--- src/hdl/mqfb_pkg.sv ---
`timescale 1ns / 1ps
// Shared types and constants for the message queue with front and back post.
// No dependencies; every other file but mqfb_ram imports this package.
package mqfb_pkg;

    localparam int DEPTH_DEF     = 16;
    localparam int MSG_WIDTH_DEF = 32;

    localparam int OP_W   = 2;
    localparam int MSG_W  = 32;
    localparam int STAT_W = 2;
    localparam int CNT_W  = 5;
    localparam int QS_W   = 5;

    localparam logic [QS_W-1:0] QS_RESET = QS_W'(16);

    localparam int APB_AW = 3;
    localparam int APB_DW = 32;
    localparam int REG_IDX_W = APB_AW - 2;
    localparam logic [REG_IDX_W-1:0] REG_QUEUE_SIZE = REG_IDX_W'(0);

    localparam int CMDQ_DEPTH = 2;

    typedef enum logic [OP_W-1:0] {
        OP_POST_BACK  = 2'd0,
        OP_POST_FRONT = 2'd1,
        OP_TAKE       = 2'd2,
        OP_FLUSH      = 2'd3
    } t_op;

    typedef enum logic [STAT_W-1:0] {
        ST_OK    = 2'd0,
        ST_FULL  = 2'd1,
        ST_EMPTY = 2'd2
    } t_status;

    // Control part of one command passed from the front to the back
    typedef struct packed {
        logic             wr;
        logic             rd;
        t_status          status;
        logic [CNT_W-1:0] count;
    } t_cmd_ctl;

endpackage

--- src/hdl/mqfb_req_if.sv ---
`timescale 1ns / 1ps
// Request channel: valid/ready handshake carrying op and message word.
// Depends on mqfb_pkg.
interface mqfb_req_if import mqfb_pkg::*; ();
    logic             valid;
    logic             ready;
    logic [OP_W-1:0]  op;
    logic [MSG_W-1:0] msg;

    modport source (output valid, output op, output msg, input ready);
    modport sink   (input valid, input op, input msg, output ready);
endinterface

--- src/hdl/mqfb_rsp_if.sv ---
`timescale 1ns / 1ps
// Response channel: valid/ready handshake carrying status, message and count.
// Depends on mqfb_pkg.
interface mqfb_rsp_if import mqfb_pkg::*; ();
    logic              valid;
    logic              ready;
    logic [STAT_W-1:0] status;
    logic [MSG_W-1:0]  msg_out;
    logic [CNT_W-1:0]  entry_count;

    modport source (output valid, output status, output msg_out, output entry_count,
                    input ready);
    modport sink   (input valid, input status, input msg_out, input entry_count,
                    output ready);
endinterface

--- src/hdl/mqfb_ram.sv ---
`timescale 1ns / 1ps
// Generic single-port RAM with registered read data that holds between reads.
// No dependencies.
module mqfb_ram #(
    parameter int WIDTH = 32,
    parameter int DEPTH = 16
) (
    input  logic                     i_clk,
    input  logic                     i_we,
    input  logic                     i_re,
    input  logic [$clog2(DEPTH)-1:0] i_addr,
    input  logic [WIDTH-1:0]         i_wdata,
    output logic [WIDTH-1:0]         o_rdata
);

    logic [WIDTH-1:0] r_mem [DEPTH];
    logic [WIDTH-1:0] r_rdata;

    always_ff @(posedge i_clk) begin
        if (i_we) begin
            r_mem[i_addr] <= i_wdata;
        end
        if (i_re) begin
            r_rdata <= r_mem[i_addr];
        end
    end

    assign o_rdata = r_rdata;

endmodule

--- src/hdl/mqfb_cmd_fifo.sv ---
`timescale 1ns / 1ps
// Short command queue between the front and the back.
// Depends on mqfb_pkg for its depth.
module mqfb_cmd_fifo import mqfb_pkg::*; #(
    parameter int WIDTH = 8
) (
    input  logic             i_clk,
    input  logic             i_rst_n,
    input  logic             i_push,
    input  logic [WIDTH-1:0] i_data,
    output logic             o_full,
    input  logic             i_pop,
    output logic             o_valid,
    output logic [WIDTH-1:0] o_data
);

    localparam int PTR_W = $clog2(CMDQ_DEPTH);
    localparam int FILL_W = $clog2(CMDQ_DEPTH + 1);

    logic [WIDTH-1:0]  r_mem [CMDQ_DEPTH];
    logic [PTR_W-1:0]  r_wp, n_wp;
    logic [PTR_W-1:0]  r_rp, n_rp;
    logic [FILL_W-1:0] r_fill, n_fill;
    logic              push_ok;
    logic              pop_ok;

    assign push_ok = i_push && !o_full;
    assign pop_ok  = i_pop && o_valid;

    always_comb begin
        n_wp = r_wp;
        n_rp = r_rp;
        n_fill = r_fill;
        if (push_ok) begin
            n_wp = (32'(r_wp) == CMDQ_DEPTH - 1) ? '0 : r_wp + PTR_W'(1);
        end
        if (pop_ok) begin
            n_rp = (32'(r_rp) == CMDQ_DEPTH - 1) ? '0 : r_rp + PTR_W'(1);
        end
        if (push_ok && !pop_ok) begin
            n_fill = r_fill + FILL_W'(1);
        end else if (pop_ok && !push_ok) begin
            n_fill = r_fill - FILL_W'(1);
        end
    end

    always_ff @(posedge i_clk) begin
        if (!i_rst_n) begin
            r_wp <= '0;
            r_rp <= '0;
            r_fill <= '0;
        end else begin
            r_wp <= n_wp;
            r_rp <= n_rp;
            r_fill <= n_fill;
        end
    end

    always_ff @(posedge i_clk) begin
        if (push_ok) begin
            r_mem[r_wp] <= i_data;
        end
    end

    assign o_full  = (32'(r_fill) == CMDQ_DEPTH);
    assign o_valid = (r_fill != '0);
    assign o_data  = r_mem[r_rp];

endmodule

--- src/hdl/mqfb_front.sv ---
`timescale 1ns / 1ps
// Front: accepts requests, tracks indices and count, classifies each request
// and emits a store command. Depends on mqfb_pkg and mqfb_req_if.
module mqfb_front import mqfb_pkg::*; #(
    parameter int DEPTH     = DEPTH_DEF,
    parameter int MSG_WIDTH = MSG_WIDTH_DEF
) (
    input  logic                     i_clk,
    input  logic                     i_rst_n,
    mqfb_req_if.sink                 i_req,
    input  logic [CNT_W-1:0]         i_size,
    input  logic                     i_clr,
    input  logic                     i_cmd_full,
    output logic                     o_cmd_push,
    output t_cmd_ctl                 o_cmd_ctl,
    output logic [$clog2(DEPTH)-1:0] o_cmd_addr,
    output logic [MSG_WIDTH-1:0]     o_cmd_data
);

    localparam int IDX_W = $clog2(DEPTH);
    localparam int SW = ((IDX_W > CNT_W) ? IDX_W : CNT_W) + 1;

    logic [IDX_W-1:0] r_wr, n_wr;
    logic [IDX_W-1:0] r_rd, n_rd;
    logic [CNT_W-1:0] r_cnt, n_cnt;
    logic             accept;
    logic             full;
    logic             empty;
    logic [IDX_W-1:0] wr_inc;
    logic [IDX_W-1:0] rd_inc;
    logic [IDX_W-1:0] rd_dec;
    t_op              op;

    assign i_req.ready = !i_cmd_full;
    assign accept = i_req.valid && !i_cmd_full;
    assign op = t_op'(i_req.op);

    assign full  = (r_cnt >= i_size);
    assign empty = (r_cnt == '0);

    // Wrap at the used size, not at the store depth
    assign wr_inc = (SW'(r_wr) + SW'(1) == SW'(i_size)) ? '0 : r_wr + IDX_W'(1);
    assign rd_inc = (SW'(r_rd) + SW'(1) == SW'(i_size)) ? '0 : r_rd + IDX_W'(1);
    assign rd_dec = (r_rd == '0) ? IDX_W'(SW'(i_size) - SW'(1)) : r_rd - IDX_W'(1);

    always_comb begin
        n_wr = r_wr;
        n_rd = r_rd;
        n_cnt = r_cnt;
        o_cmd_ctl = '0;
        o_cmd_ctl.status = ST_OK;
        o_cmd_addr = r_wr;
        unique case (op)
            OP_POST_BACK: begin
                if (full) begin
                    o_cmd_ctl.status = ST_FULL;
                end else begin
                    o_cmd_ctl.wr = 1'b1;
                    o_cmd_addr = r_wr;
                    n_wr = wr_inc;
                    n_cnt = r_cnt + CNT_W'(1);
                end
            end
            OP_POST_FRONT: begin
                if (full) begin
                    o_cmd_ctl.status = ST_FULL;
                end else begin
                    o_cmd_ctl.wr = 1'b1;
                    o_cmd_addr = rd_dec;
                    n_rd = rd_dec;
                    n_cnt = r_cnt + CNT_W'(1);
                end
            end
            OP_TAKE: begin
                if (empty) begin
                    o_cmd_ctl.status = ST_EMPTY;
                end else begin
                    o_cmd_ctl.rd = 1'b1;
                    o_cmd_addr = r_rd;
                    n_rd = rd_inc;
                    n_cnt = r_cnt - CNT_W'(1);
                end
            end
            OP_FLUSH: begin
                n_wr = '0;
                n_rd = '0;
                n_cnt = '0;
            end
            default: begin
                n_cnt = r_cnt;
            end
        endcase
        o_cmd_ctl.count = n_cnt;
    end

    assign o_cmd_push = accept;
    assign o_cmd_data = MSG_WIDTH'(i_req.msg);

    always_ff @(posedge i_clk) begin
        if (!i_rst_n || i_clr) begin
            r_wr <= '0;
            r_rd <= '0;
            r_cnt <= '0;
        end else if (accept) begin
            r_wr <= n_wr;
            r_rd <= n_rd;
            r_cnt <= n_cnt;
        end
    end

endmodule

--- src/hdl/mqfb_back.sv ---
`timescale 1ns / 1ps
// Back: pops store commands, runs them on the message RAM and registers the
// response beat. Depends on mqfb_pkg, mqfb_rsp_if and mqfb_ram.
module mqfb_back import mqfb_pkg::*; #(
    parameter int DEPTH     = DEPTH_DEF,
    parameter int MSG_WIDTH = MSG_WIDTH_DEF
) (
    input  logic                     i_clk,
    input  logic                     i_rst_n,
    input  logic                     i_cmd_valid,
    input  t_cmd_ctl                 i_cmd_ctl,
    input  logic [$clog2(DEPTH)-1:0] i_cmd_addr,
    input  logic [MSG_WIDTH-1:0]     i_cmd_data,
    output logic                     o_cmd_pop,
    mqfb_rsp_if.source               o_rsp
);

    logic             r_p1_valid;
    t_cmd_ctl         r_p1_ctl;
    logic             r_out_valid;
    t_status          r_out_status;
    logic [MSG_W-1:0] r_out_msg;
    logic [CNT_W-1:0] r_out_cnt;
    logic             p1_move;
    logic             issue;
    logic [MSG_WIDTH-1:0] rdata;

    // Read data holds in the RAM while the issue stage is stalled
    assign p1_move = r_p1_valid && (!r_out_valid || o_rsp.ready);
    assign issue = i_cmd_valid && (!r_p1_valid || p1_move);
    assign o_cmd_pop = issue;

    mqfb_ram #(
        .WIDTH (MSG_WIDTH),
        .DEPTH (DEPTH)
    ) u_ram (
        .i_clk   (i_clk),
        .i_we    (issue && i_cmd_ctl.wr),
        .i_re    (issue && i_cmd_ctl.rd),
        .i_addr  (i_cmd_addr),
        .i_wdata (i_cmd_data),
        .o_rdata (rdata)
    );

    always_ff @(posedge i_clk) begin
        if (!i_rst_n) begin
            r_p1_valid <= 1'b0;
            r_out_valid <= 1'b0;
        end else begin
            if (issue) begin
                r_p1_valid <= 1'b1;
            end else if (p1_move) begin
                r_p1_valid <= 1'b0;
            end
            if (p1_move) begin
                r_out_valid <= 1'b1;
            end else if (o_rsp.ready) begin
                r_out_valid <= 1'b0;
            end
        end
    end

    always_ff @(posedge i_clk) begin
        if (issue) begin
            r_p1_ctl <= i_cmd_ctl;
        end
        if (p1_move) begin
            r_out_status <= r_p1_ctl.status;
            r_out_cnt <= r_p1_ctl.count;
            r_out_msg <= r_p1_ctl.rd ? MSG_W'(rdata) : '0;
        end
    end

    assign o_rsp.valid       = r_out_valid;
    assign o_rsp.status      = r_out_status;
    assign o_rsp.msg_out     = r_out_msg;
    assign o_rsp.entry_count = r_out_cnt;

endmodule

--- src/hdl/message_queue_front_back_post_top.sv ---
`timescale 1ns / 1ps
// Circular message queue with post at back, post at front, take and flush. One request
// beat gives one response beat: the command queue, the issue register and the output
// register lie between the accepted request and the response valid. The block sustains
// one item per cycle while o_rsp.ready is high: each item makes at most one access to the
// single-port message RAM, which sets that rate. The front keeps indices and count and
// classifies each request; a two-entry command queue decouples it from the back, which runs
// the RAM access and holds the response in an output register. Writing queue_size (APB
// offset 0) empties the queue; a size of 0 acts as 1 and a size above DEPTH acts as DEPTH.
// No clearing pass at reset.
module message_queue_front_back_post_top import mqfb_pkg::*; #(
    parameter int DEPTH     = DEPTH_DEF,
    parameter int MSG_WIDTH = MSG_WIDTH_DEF
) (
    input  logic              i_clk,
    input  logic              i_rst_n,
    mqfb_req_if.sink          i_req,
    mqfb_rsp_if.source        o_rsp,
    input  logic              psel,
    input  logic              penable,
    input  logic              pwrite,
    input  logic [APB_AW-1:0] paddr,
    input  logic [APB_DW-1:0] pwdata,
    output logic [APB_DW-1:0] prdata,
    output logic              pready
);

    localparam int IDX_W = $clog2(DEPTH);
    localparam int CMD_W = $bits(t_cmd_ctl) + IDX_W + MSG_WIDTH;

    function automatic logic [CNT_W-1:0] f_used_size(input logic [QS_W-1:0] qs);
        logic [CNT_W-1:0] size;
        if (qs == '0) begin
            size = CNT_W'(1);
        end else if (32'(qs) > DEPTH) begin
            size = CNT_W'(DEPTH);
        end else begin
            size = CNT_W'(qs);
        end
        return size;
    endfunction

    logic [QS_W-1:0]  r_queue_size;
    logic [CNT_W-1:0] r_size;
    logic             reg_sel;
    logic             cfg_wr;

    logic             cmd_push;
    logic             cmd_full;
    t_cmd_ctl         front_ctl;
    logic [IDX_W-1:0] front_addr;
    logic [MSG_WIDTH-1:0] front_data;
    logic             cmd_valid;
    logic             cmd_pop;
    logic [CMD_W-1:0] cmd_word;
    t_cmd_ctl         back_ctl;
    logic [IDX_W-1:0] back_addr;
    logic [MSG_WIDTH-1:0] back_data;

    assign reg_sel = (paddr[APB_AW-1:2] == REG_QUEUE_SIZE);
    assign cfg_wr = psel && penable && pwrite && reg_sel;
    assign pready = 1'b1;
    assign prdata = reg_sel ? APB_DW'(r_queue_size) : '0;

    always_ff @(posedge i_clk) begin
        if (!i_rst_n) begin
            r_queue_size <= QS_RESET;
            r_size <= f_used_size(QS_RESET);
        end else if (cfg_wr) begin
            r_queue_size <= pwdata[QS_W-1:0];
            r_size <= f_used_size(pwdata[QS_W-1:0]);
        end
    end

    mqfb_front #(
        .DEPTH     (DEPTH),
        .MSG_WIDTH (MSG_WIDTH)
    ) u_front (
        .i_clk      (i_clk),
        .i_rst_n    (i_rst_n),
        .i_req      (i_req),
        .i_size     (r_size),
        .i_clr      (cfg_wr),
        .i_cmd_full (cmd_full),
        .o_cmd_push (cmd_push),
        .o_cmd_ctl  (front_ctl),
        .o_cmd_addr (front_addr),
        .o_cmd_data (front_data)
    );

    mqfb_cmd_fifo #(
        .WIDTH (CMD_W)
    ) u_cmd_fifo (
        .i_clk   (i_clk),
        .i_rst_n (i_rst_n),
        .i_push  (cmd_push),
        .i_data  ({front_ctl, front_addr, front_data}),
        .o_full  (cmd_full),
        .i_pop   (cmd_pop),
        .o_valid (cmd_valid),
        .o_data  (cmd_word)
    );

    assign {back_ctl, back_addr, back_data} = cmd_word;

    mqfb_back #(
        .DEPTH     (DEPTH),
        .MSG_WIDTH (MSG_WIDTH)
    ) u_back (
        .i_clk       (i_clk),
        .i_rst_n     (i_rst_n),
        .i_cmd_valid (cmd_valid),
        .i_cmd_ctl   (back_ctl),
        .i_cmd_addr  (back_addr),
        .i_cmd_data  (back_data),
        .o_cmd_pop   (cmd_pop),
        .o_rsp       (o_rsp)
    );

`ifndef NO_ASSERTIONS
    a_count_in_size: assert property (@(posedge i_clk) disable iff (!i_rst_n)
        o_rsp.valid |-> (o_rsp.entry_count <= r_size))
        else $error("entry count above used size");

    a_full_at_size: assert property (@(posedge i_clk) disable iff (!i_rst_n)
        (o_rsp.valid && o_rsp.status == ST_FULL) |-> (o_rsp.entry_count == r_size))
        else $error("full status while below used size");

    a_empty_clean: assert property (@(posedge i_clk) disable iff (!i_rst_n)
        (o_rsp.valid && o_rsp.status == ST_EMPTY)
            |-> (o_rsp.entry_count == '0 && o_rsp.msg_out == '0))
        else $error("empty status with messages held or data returned");
`endif

endmodule
--- src/flat_wrapper.sv ---
// flat-port wrapper written by rule: the top's interface ports become plain ports
module message_queue_front_back_post_top_flat import mqfb_pkg::*;
#(
    parameter int DEPTH     = DEPTH_DEF,
    parameter int MSG_WIDTH = MSG_WIDTH_DEF
)
  (i_clk, i_rst_n, psel, penable, pwrite, paddr, pwdata, prdata, pready, i_req_valid, i_req_op, i_req_msg, i_req_ready, o_rsp_valid, o_rsp_status, o_rsp_msg_out, o_rsp_entry_count, o_rsp_ready);
  mqfb_req_if i_req_i ();
  mqfb_rsp_if o_rsp_i ();
  input  logic i_clk;
  input  logic i_rst_n;
  input  logic psel;
  input  logic penable;
  input  logic pwrite;
  input  logic [APB_AW-1:0] paddr;
  input  logic [APB_DW-1:0] pwdata;
  output logic [APB_DW-1:0] prdata;
  output logic pready;
  input wire logic [$bits(i_req_i.valid)-1:0] i_req_valid;
  input wire logic [$bits(i_req_i.op)-1:0] i_req_op;
  input wire logic [$bits(i_req_i.msg)-1:0] i_req_msg;
  output wire logic [$bits(i_req_i.ready)-1:0] i_req_ready;
  output wire logic [$bits(o_rsp_i.valid)-1:0] o_rsp_valid;
  output wire logic [$bits(o_rsp_i.status)-1:0] o_rsp_status;
  output wire logic [$bits(o_rsp_i.msg_out)-1:0] o_rsp_msg_out;
  output wire logic [$bits(o_rsp_i.entry_count)-1:0] o_rsp_entry_count;
  input wire logic [$bits(o_rsp_i.ready)-1:0] o_rsp_ready;
  assign i_req_i.valid = i_req_valid;
  assign i_req_i.op = i_req_op;
  assign i_req_i.msg = i_req_msg;
  assign i_req_ready = i_req_i.ready;
  assign o_rsp_valid = o_rsp_i.valid;
  assign o_rsp_status = o_rsp_i.status;
  assign o_rsp_msg_out = o_rsp_i.msg_out;
  assign o_rsp_entry_count = o_rsp_i.entry_count;
  assign o_rsp_i.ready = o_rsp_ready;
  message_queue_front_back_post_top #(.DEPTH(DEPTH), .MSG_WIDTH(MSG_WIDTH)) u_core (.i_clk(i_clk), .i_rst_n(i_rst_n), .i_req(i_req_i), .o_rsp(o_rsp_i), .psel(psel), .penable(penable), .pwrite(pwrite), .paddr(paddr), .pwdata(pwdata), .prdata(prdata), .pready(pready));
endmodule
--- config.mk ---
export PLATFORM = sky130hd
export DESIGN_NAME = message_queue_front_back_post_top_flat
export DESIGN_NICKNAME = d
export VERILOG_FILES = /design/src/hdl/mqfb_pkg.sv /design/src/hdl/mqfb_req_if.sv /design/src/hdl/mqfb_rsp_if.sv /design/src/hdl/mqfb_ram.sv /design/src/hdl/mqfb_cmd_fifo.sv /design/src/hdl/mqfb_front.sv /design/src/hdl/mqfb_back.sv /design/src/hdl/message_queue_front_back_post_top.sv /design/src/flat_wrapper.sv
export SDC_FILE = /design/constraint.sdc
export NUM_CORES = 1
export LEC_CHECK = 0
export BUFFER_PORTS_ARGS = -buffer_cell sky130_fd_sc_hd__buf_2
export CAP_MARGIN = 10
export CORE_MARGIN = 10
export CORE_UTILIZATION = 61
export DETAILED_ROUTE_END_ITERATION = 16
export PLACE_DENSITY = 0.86
export SLEW_MARGIN = 40
export SYNTH_ARGS = -nofsm -noshare
export SYNTH_HDL_FRONTEND = slang
export SYNTH_SLANG_ARGS = --single-unit
--- constraint.sdc ---
create_clock -name i_clk -period 4.25 [get_ports i_clk]
set_clock_uncertainty 0.05 [all_clocks]
set_input_delay 0.2125 -clock i_clk [delete_from_list [all_inputs] [get_ports i_clk]]
set_output_delay 0.2125 -clock i_clk [all_outputs]
set_load 0.05 [all_outputs]
## Word-level counts from Yosys, hierarchy flattened

Memory sizes are Yosys's and may differ from the RTL's. A register that Yosys moved wholly into a read port is not among the register bits.
Index checks and enable logic that the tools add are counted.

- $add $sub $neg: 12
- Multiply operators: 0
- Divide/modulo/power cells: 0
- Order comparisons: 2
- Eq/ne operators: 9
- Shifts and indexed selects: 0
- Mux-type cells: 38
- Bitwise operators: 1
- Reduce and logical (&&, ||, !) cells: 34

Operator list:

| kind | count |
|---|---|
| two-way mux 4 bit | 8 |
| two-way mux 5 bit | 5 |
| two-way mux 1 bit | 17 |
| one-hot mux 4 bit (2 select lines) | 2 |
| one-hot mux 5 bit (3 select lines) | 1 |
| logical AND 1 bit | 12 |
| one-hot mux 4 bit (3 select lines) | 1 |
| adder 4 x 1 -> 5 bit, second input constant | 2 |
| equality test 5 bit | 2 |
| zero test 5 bit | 2 |
| nonzero test 2 bit | 5 |
| adder 4 x 1 -> 4 bit, second input constant | 2 |
| subtractor 4 x 1 -> 4 bit, second input constant | 2 |
| equality test 2 bit, second input constant | 3 |
| zero test 1 bit | 6 |
| two-way mux 2 bit | 3 |
| inequality test 2 bit, second input constant | 3 |
| adder 5 x 1 -> 5 bit, second input constant | 1 |
| >= comparator 5 bit | 1 |
| > comparator 5 bit, second input constant | 1 |
| subtractor 5 x 1 -> 5 bit, second input constant | 1 |
| zero test 4 bit | 1 |
| one-hot mux 2 bit (2 select lines) | 1 |
| AND reduction 4 bit | 1 |
| 10 further kinds | 13 |

- Register bits after elaboration: 76
- Latch bits: 0
- RAM bits: 602
- Memory bits (read-only): 0
- Input port bits: 76
- Logic and storage cells: 114
- Memories kept: 2

Memories:

| memory | depth | bits a word | read ports | clocked after memory_dff | wr ports | line | RTL |
|---|---|---|---|---|---|---|---|
| u_core.u_back.u_ram.r_mem | 16 | 32 | 1 | 1 | 1 | mqfb_ram.sv:16 | `logic [WIDTH-1:0] r_mem [DEPTH];` |
| u_core.u_cmd_fifo.r_mem | 2 | 45 | 1 | 1 | 1 | mqfb_cmd_fifo.sv:20 | `logic [WIDTH-1:0] r_mem [CMDQ_DEPTH];` |

## Longest topological paths before layout

- Depth after elaboration: 9
- Gate-level depth with buffers: 11
- Gate-level depth less buffers: 11

## Cells and area by module

A second synthesis with hierarchy kept.

- Cells, all modules: 1,437
- Area, all modules: 27,964.3 µm²

By module, submodules not included:

| module | instances | cells an instance | area each (µm²) |
|---|---|---|---|
| mqfb_ram | 1 | 840 | 20,183.1 |
| mqfb_cmd_fifo | 1 | 165 | 3,480.8 |
| mqfb_front | 1 | 261 | 1,914.3 |
| mqfb_back | 1 | 93 | 1,742.9 |
| message_queue_front_back_post_top | 1 | 78 | 643.1 |

## Least setup slack after synthesis

Ideal clock, no wire load.

- Path type: reg2reg
- Start: register u_core.u_cmd_fifo.r_fill[0]
- End: memory u_core.u_cmd_fifo.r_mem[0][0] (netlist name) (enable)
- Data arrival time: 3.186 ns
- Path slack: 0.565 ns
- Cell stages (with the launch flop): 5
- Path buffers: 1
- Period minus slack after synthesis: 3.685 ns
- Path through: dfxtp_1 nand2b_1 nand2_1 clkbuf_1 nor2_1

- Word-level cells in the longest chain between the ends: 6

Ends and longest elaborated chain:

| what | line | RTL |
|---|---|---|
| from (decl) | mqfb_cmd_fifo.sv:23 | `logic [FILL_W-1:0] r_fill, n_fill;` |
| from (signal assigned) | mqfb_cmd_fifo.sv:55 | `r_fill <= n_fill;` |
| equality test 2 bit (*) | mqfb_cmd_fifo.sv:65 | `assign o_full = (32'(r_fill) == CMDQ_DEPTH);` |
| zero test 1 bit (*) | -- |  |
| net i_req_ready | flat_wrapper.sv:22 | `output wire logic [$bits(i_req_i.ready)-1:0] i_req_ready;` |
| logical AND 1 bit | mqfb_front.sv:35 | `assign accept = i_req.valid && !i_cmd_full;` |
| logical AND 1 bit (*) | mqfb_cmd_fifo.sv:27 | `assign push_ok = i_push && !o_full;` |
| two-way mux 1 bit (*) | mqfb_cmd_fifo.sv:60 | `if (push_ok) begin` |
| two-way mux 1 bit (not written as such) (*) | mqfb_cmd_fifo.sv:61 | `r_mem[r_wp] <= i_data;` |
| to (decl) | mqfb_cmd_fifo.sv:20 |  |

Mark *: on every way through the listed nets, which the timed path passes. The rest lies on a longest branch.

==> impl_metrics.prom <==
# TYPE chip_impl_metric gauge
chip_impl_info{name="run_status",value="completed"} 1
chip_impl_metric{name="clk_transition_reported_paths",unit="ns"} 0.07
chip_impl_metric{name="floorplan.die_area",unit="sq mm"} 0.0534
chip_impl_metric{name="cap_violations",unit=""} 0
chip_impl_metric{name="start_util",unit="%"} 61.6
chip_impl_metric{name="dieHeight",unit="um"} 231
chip_impl_metric{name="mappedNetlistArea",unit="sq mm"} 0.0272
chip_impl_metric{name="clock_insertion_delay_worst_skew",unit="ns"} 0.58
chip_impl_metric{name="layout-drive-gt1-share",unit="%"} 22.3
chip_impl_metric{name="worst-endpoint-arrival",unit="ns"} 4.09
chip_impl_metric{name="core_region_area",unit="sq mm"} 0.0441
chip_impl_metric{name="power.switching_fraction",unit="%"} 30.3
chip_impl_metric{name="worst-r2r-setup-slack",unit="ns"} 0.40
chip_impl_info{name="min_delay_worst_endpoint",value="u_core.u_cmd_fifo.r_mem[0][41]"} 1
chip_impl_metric{name="groute.usage.overall",unit="%"} 24.6
chip_impl_info{name="path_class",value="reg2reg"} 1
chip_impl_metric{name="power.density",unit="mW/mm^2"} 644
chip_impl_metric{name="number_of_synthesized_flops_with_an_enable_pin",unit=""} 681
chip_impl_metric{name="cts.htree.levels",unit=""} 3
chip_impl_metric{name="cts-root-to-sink-buffers",unit=""} 3
chip_impl_info{name="setup_repair_after_global_routing_missed_its_margin",value="no"} 1
chip_impl_metric{name="report.final.hold_viol_count",unit=""} 0
chip_impl_metric{name="post_synth_num_cell_types",unit=""} 62
chip_impl_info{name="r2r_end",value="u_core.u_back.u_ram.o_rdata[1]"} 1
chip_impl_metric{name="totalPowerFinal",unit="mW"} 20.2
chip_impl_metric{name="layout.area.seq",unit="sq mm"} 0.0211
chip_impl_metric{name="grt_pass1_wl",unit="mm"} 98.1
chip_impl_metric{name="yosys_warnings",unit=""} 0
chip_impl_metric{name="antenna_found_initial",unit=""} 1
chip_impl_metric{name="syn_area_per_cell",unit="sq um"} 18.9
chip_impl_metric{name="power_frac_seq",unit="%"} 45.9
chip_impl_metric{name="route.antenna.remaining_nets",unit=""} 0
chip_impl_metric{name="vdd_ir_drop_max",unit="uV"} 349
chip_impl_metric{name="ctsHoldBuffers",unit=""} 44
chip_impl_info{name="hold_path.class",value="in2reg"} 1
chip_impl_metric{name="postSynthRegisterBits",unit=""} 711
chip_impl_metric{name="globalRoute.totalOverflow",unit=""} 0
chip_impl_metric{name="internal_power",unit="mW"} 14.1
chip_impl_metric{name="fraction_of_the_yosys_area_taken_by_sequential_cells",unit="%"} 77.5
chip_impl_metric{name="num_vias",unit=""} 15200
chip_impl_metric{name="final.period_utilization",unit="%"} 90.7
chip_impl_metric{name="drt_wl_total",unit="mm"} 66.1
chip_impl_info{name="tritoncts",value="done"} 1
chip_impl_metric{name="maxClockFrequency",unit="GHz"} 0.260
chip_impl_metric{name="fill_cells",unit=""} 2442
chip_impl_info{name="crit_path_start_kind",value="flop"} 1
chip_impl_metric{name="detail_route.wl_per_cell",unit="um"} 29.4
chip_impl_metric{name="cts.repair_timing.setup_buffer_count",unit=""} 0
chip_impl_metric{name="place_hpwl",unit="mm"} 34.8
chip_impl_metric{name="slew-limit-headroom",unit="%"} 41.2
chip_impl_metric{name="quantity_of_i_o_buffers_inserted_on_ports",unit=""} 92
chip_impl_metric{name="ys_async_sr_fraction",unit="%"} 0
chip_impl_metric{name="num_io_pins",unit=""} 150
chip_impl_metric{name="tritoncts_num_sinks",unit=""} 711
chip_impl_metric{name="required",unit="ns"} 4.49
chip_impl_metric{name="worstRegToRegCells",unit=""} 6
chip_impl_metric{name="number_of_cells_traversed_by_the_worst_hold_path",unit=""} 3
chip_impl_metric{name="post_synth_inst_count",unit=""} 1435
chip_impl_metric{name="viasPerCell",unit=""} 6.78
chip_impl_metric{name="crit_fanout",unit=""} 30
chip_impl_info{name="cts_root_buf",value="sky130_fd_sc_hd__clkbuf_16"} 1
chip_impl_info{name="ys.flop_type",value="sky130_fd_sc_hd__edfxtp_1"} 1
chip_impl_metric{name="drc_errors",unit=""} 0
chip_impl_metric{name="report.final.slew_viol_count",unit=""} 0
chip_impl_metric{name="comb_power_share",unit="%"} 24.7
chip_impl_metric{name="fp-row-count",unit=""} 77
chip_impl_info{name="worst_setup_path_end_kind",value="flop"} 1
chip_impl_metric{name="dieWidth",unit="um"} 231
chip_impl_metric{name="areaGrowthSynthToFinish",unit="%"} 15.3
chip_impl_metric{name="multi_input_comb_area",unit="sq mm"} 0.00584
chip_impl_metric{name="via_count_of_the_first_global_routing_pass",unit=""} 15600
chip_impl_metric{name="clockPowerShare",unit="%"} 29.4
chip_impl_metric{name="power.switching",unit="mW"} 6.11
chip_impl_info{name="beginning_of_the_worst_hold_path",value="i_req_op[1]"} 1
chip_impl_metric{name="grt_max_degree",unit=""} 63
chip_impl_metric{name="diodes",unit=""} 0
chip_impl_metric{name="cts_inserted_buffers",unit=""} 67
chip_impl_metric{name="drt-initial-drc-count",unit=""} 2172
chip_impl_metric{name="setup_total_neg_slack",unit="ns"} 0
chip_impl_metric{name="worst-slew-pin-transition",unit="ns"} 0.882
chip_impl_metric{name="total_leakage_power",unit="nW"} 10.3
chip_impl_metric{name="ctsResizeCount",unit=""} 0
chip_impl_metric{name="layout.nets",unit=""} 1704
chip_impl_metric{name="gpl.final_weighted_congestion",unit=""} 0.827
chip_impl_metric{name="period_needed",unit="ns"} 3.85
chip_impl_metric{name="drt-pass1-iter-count",unit=""} 9
chip_impl_metric{name="finalSetupViolCount",unit=""} 0
cell type report:
cell class              instances  share of cell area [%]
clock buffers                  87                    5.92
inverters                      23                   0.275
clock inverters                28                   0.842
multi-input cells             628                    18.6
flip-flops and latches        711                    67.2
repair buffers                180                    4.78
well taps                     592                    2.36
stage by stage:
stage	setup WS, ns	hold WS (ns)	area, sq um	std cells	util, %
final	0.397	0.140	31300	2249	71.0
after global routing	0.203	0.125	31300	2249	71.0
after CTS	0.530	0.110	31300	2246	70.9
after detailed placement	0.672	0.354	28700	2087	65.1
after global placement	0.782	0.352	28700	2082	65.0
after floorplan	0.565	0.261	27300	1461	-
worst max path at each step:
stage / cells past startpoint / slack [ns] / startpoint / endpoint
2_1_floorplan: 4 / 0.56 / u_core.u_cmd_fifo.r_fill[0] / u_core.u_cmd_fifo.r_mem[0][0]
3_3_place_gp: 6 / 0.78 / flop / u_core.u_back.u_ram.o_rdata[0]
3_5_place_dp: 6 / 0.67 / flop / u_core.u_back.u_ram.o_rdata[1]
4_1_cts: 6 / 0.53 / flop / u_core.u_back.u_ram.o_rdata[1]
5_1_grt: 6 / 0.20 / flop / u_core.u_back.u_ram.o_rdata[1]
6_report: 6 / 0.40 / flop / u_core.u_back.u_ram.o_rdata[1]
placed cells by master, fill, tap and decap left out, types with 5 or more instances in the layout:
cell type | synthesis | final
sky130_fd_sc_hd__a21oi_1 | 20 | 19
sky130_fd_sc_hd__a221oi_1 | 65 | 65
sky130_fd_sc_hd__a22o_1 | 68 | 68
sky130_fd_sc_hd__a22oi_1 | 34 | 33
sky130_fd_sc_hd__a31oi_1 | 7 | 7
sky130_fd_sc_hd__and2_1 | 42 | 41
sky130_fd_sc_hd__buf_12 | 0 | 19
sky130_fd_sc_hd__buf_2 | 13 | 92
sky130_fd_sc_hd__buf_4 | 30 | 19
sky130_fd_sc_hd__bufinv_16 | 0 | 5
sky130_fd_sc_hd__clkbuf_1 | 49 | 14
sky130_fd_sc_hd__clkbuf_16 | 0 | 71
sky130_fd_sc_hd__clkinv_1 | 1 | 11
sky130_fd_sc_hd__clkinv_2 | 0 | 10
sky130_fd_sc_hd__conb_1 | 2 | 28
sky130_fd_sc_hd__dfxtp_1 | 30 | 29
sky130_fd_sc_hd__dlygate4sd3_1 | 0 | 44
sky130_fd_sc_hd__edfxtp_1 | 681 | 681
sky130_fd_sc_hd__ha_1 | 17 | 17
sky130_fd_sc_hd__inv_1 | 22 | 22
sky130_fd_sc_hd__mux2_2 | 41 | 41
sky130_fd_sc_hd__mux2i_1 | 6 | 6
sky130_fd_sc_hd__mux4_2 | 64 | 64
sky130_fd_sc_hd__nand2_1 | 27 | 26
sky130_fd_sc_hd__nand3_1 | 8 | 8
sky130_fd_sc_hd__nor2_1 | 37 | 20
sky130_fd_sc_hd__nor2_4 | 0 | 17
sky130_fd_sc_hd__nor2b_1 | 22 | 21
sky130_fd_sc_hd__nor3_1 | 5 | 5
sky130_fd_sc_hd__nor3b_1 | 6 | 6
sky130_fd_sc_hd__o21ai_0 | 21 | 21
sky130_fd_sc_hd__o221ai_1 | 33 | 33
sky130_fd_sc_hd__xnor2_1 | 8 | 8
sky130_fd_sc_hd__xor2_1 | 5 | 5
critical path, stage by stage, from the launching register on:
cell and delay (ns):
sky130_fd_sc_hd__dfxtp_2 0.85, sky130_fd_sc_hd__nand2_1 0.40, sky130_fd_sc_hd__nand2_4 0.51, sky130_fd_sc_hd__buf_12 0.33, sky130_fd_sc_hd__mux4_2 0.63, sky130_fd_sc_hd__a22oi_1 0.48
sky130_fd_sc_hd__o221ai_1 0.26
synth_stat cells, types with 6 or more instances:
library cell	count	area, sq um
sky130_fd_sc_hd__mux2i_1	6	60.1
sky130_fd_sc_hd__mux2_2	41	462
sky130_fd_sc_hd__buf_4	30	225
sky130_fd_sc_hd__xnor2_1	8	70.1
sky130_fd_sc_hd__mux4_2	64	1440
sky130_fd_sc_hd__a22oi_1	34	255
sky130_fd_sc_hd__and2_1	42	263
sky130_fd_sc_hd__nand3_1	8	40.0
sky130_fd_sc_hd__inv_1	22	82.6
sky130_fd_sc_hd__a221oi_1	65	569
sky130_fd_sc_hd__edfxtp_1	681	20400
sky130_fd_sc_hd__o221ai_1	33	289
sky130_fd_sc_hd__ha_1	17	213
sky130_fd_sc_hd__dfxtp_1	30	601
sky130_fd_sc_hd__nor2b_1	22	138
sky130_fd_sc_hd__clkbuf_1	49	184
sky130_fd_sc_hd__nor2_1	37	139
sky130_fd_sc_hd__a22o_1	68	596
sky130_fd_sc_hd__o21ai_0	21	105
sky130_fd_sc_hd__buf_2	13	65.1
sky130_fd_sc_hd__a21oi_1	20	100
sky130_fd_sc_hd__nand2_1	27	101
sky130_fd_sc_hd__a31oi_1	7	43.8
sky130_fd_sc_hd__nor3b_1	6	45.0
state kept, by name (all words and copies together) (netlist names), named ones only:
signal	cells
u_core.u_back.r_p1_valid	1
u_core.u_front.r_wr	4
u_core.u_back.o_rsp.entry_count	5
u_core.u_back.o_rsp.status	2
u_core.r_queue_size	5
u_core.u_cmd_fifo.r_mem	90
u_core.u_back.u_ram.r_mem	512
u_core.u_cmd_fifo.r_wp	1
u_core.u_cmd_fifo.r_rp	1
u_core.u_cmd_fifo.r_fill	2
u_core.u_front.r_cnt	5
u_core.u_back.o_rsp.valid	1
u_core.u_back.u_ram.o_rdata	32
u_core.r_size	5
u_core.u_front.r_rd	4
u_core.u_back.o_rsp.msg_out	32
u_core.u_back.r_p1_ctl	8
routing by layer:
metal  GRT usage [%]  share of wire (%)  vias to the layer above
met2            40.6                 50                     1225
met5               0                  0                        -
met1            30.6                 34                     7586
met3            5.47                 11                      221
met4            11.6                4.4                        0
li1                -                  -                     6207
power by group through the flow:
stage / registers, mW / logic, mW / clock network, mW
after floorplan: 9.64 / 2.91 / 0
after global placement: 9.38 / 4.41 / 0
after detailed placement: 9.38 / 4.71 / 0
after CTS: 9.25 / 4.85 / 5.92
after global routing: 9.30 / 5.24 / 6.22
final: 9.26 / 4.98 / 5.93
cell families after synthesis:
logic type / count (synthesis) / share of synthesized area [%]
fa+ha+maj: 17 / 0.783
other cells: 2 / 0.0276
simple gates: 171 / 3.39
xor+xnor: 13 / 0.419
flops: 711 / 77.5
mux: 111 / 7.22
compound gates: 288 / 8.43
buf+inv: 122 / 2.27
Note: power is estimated with default switching activity, not from simulation.
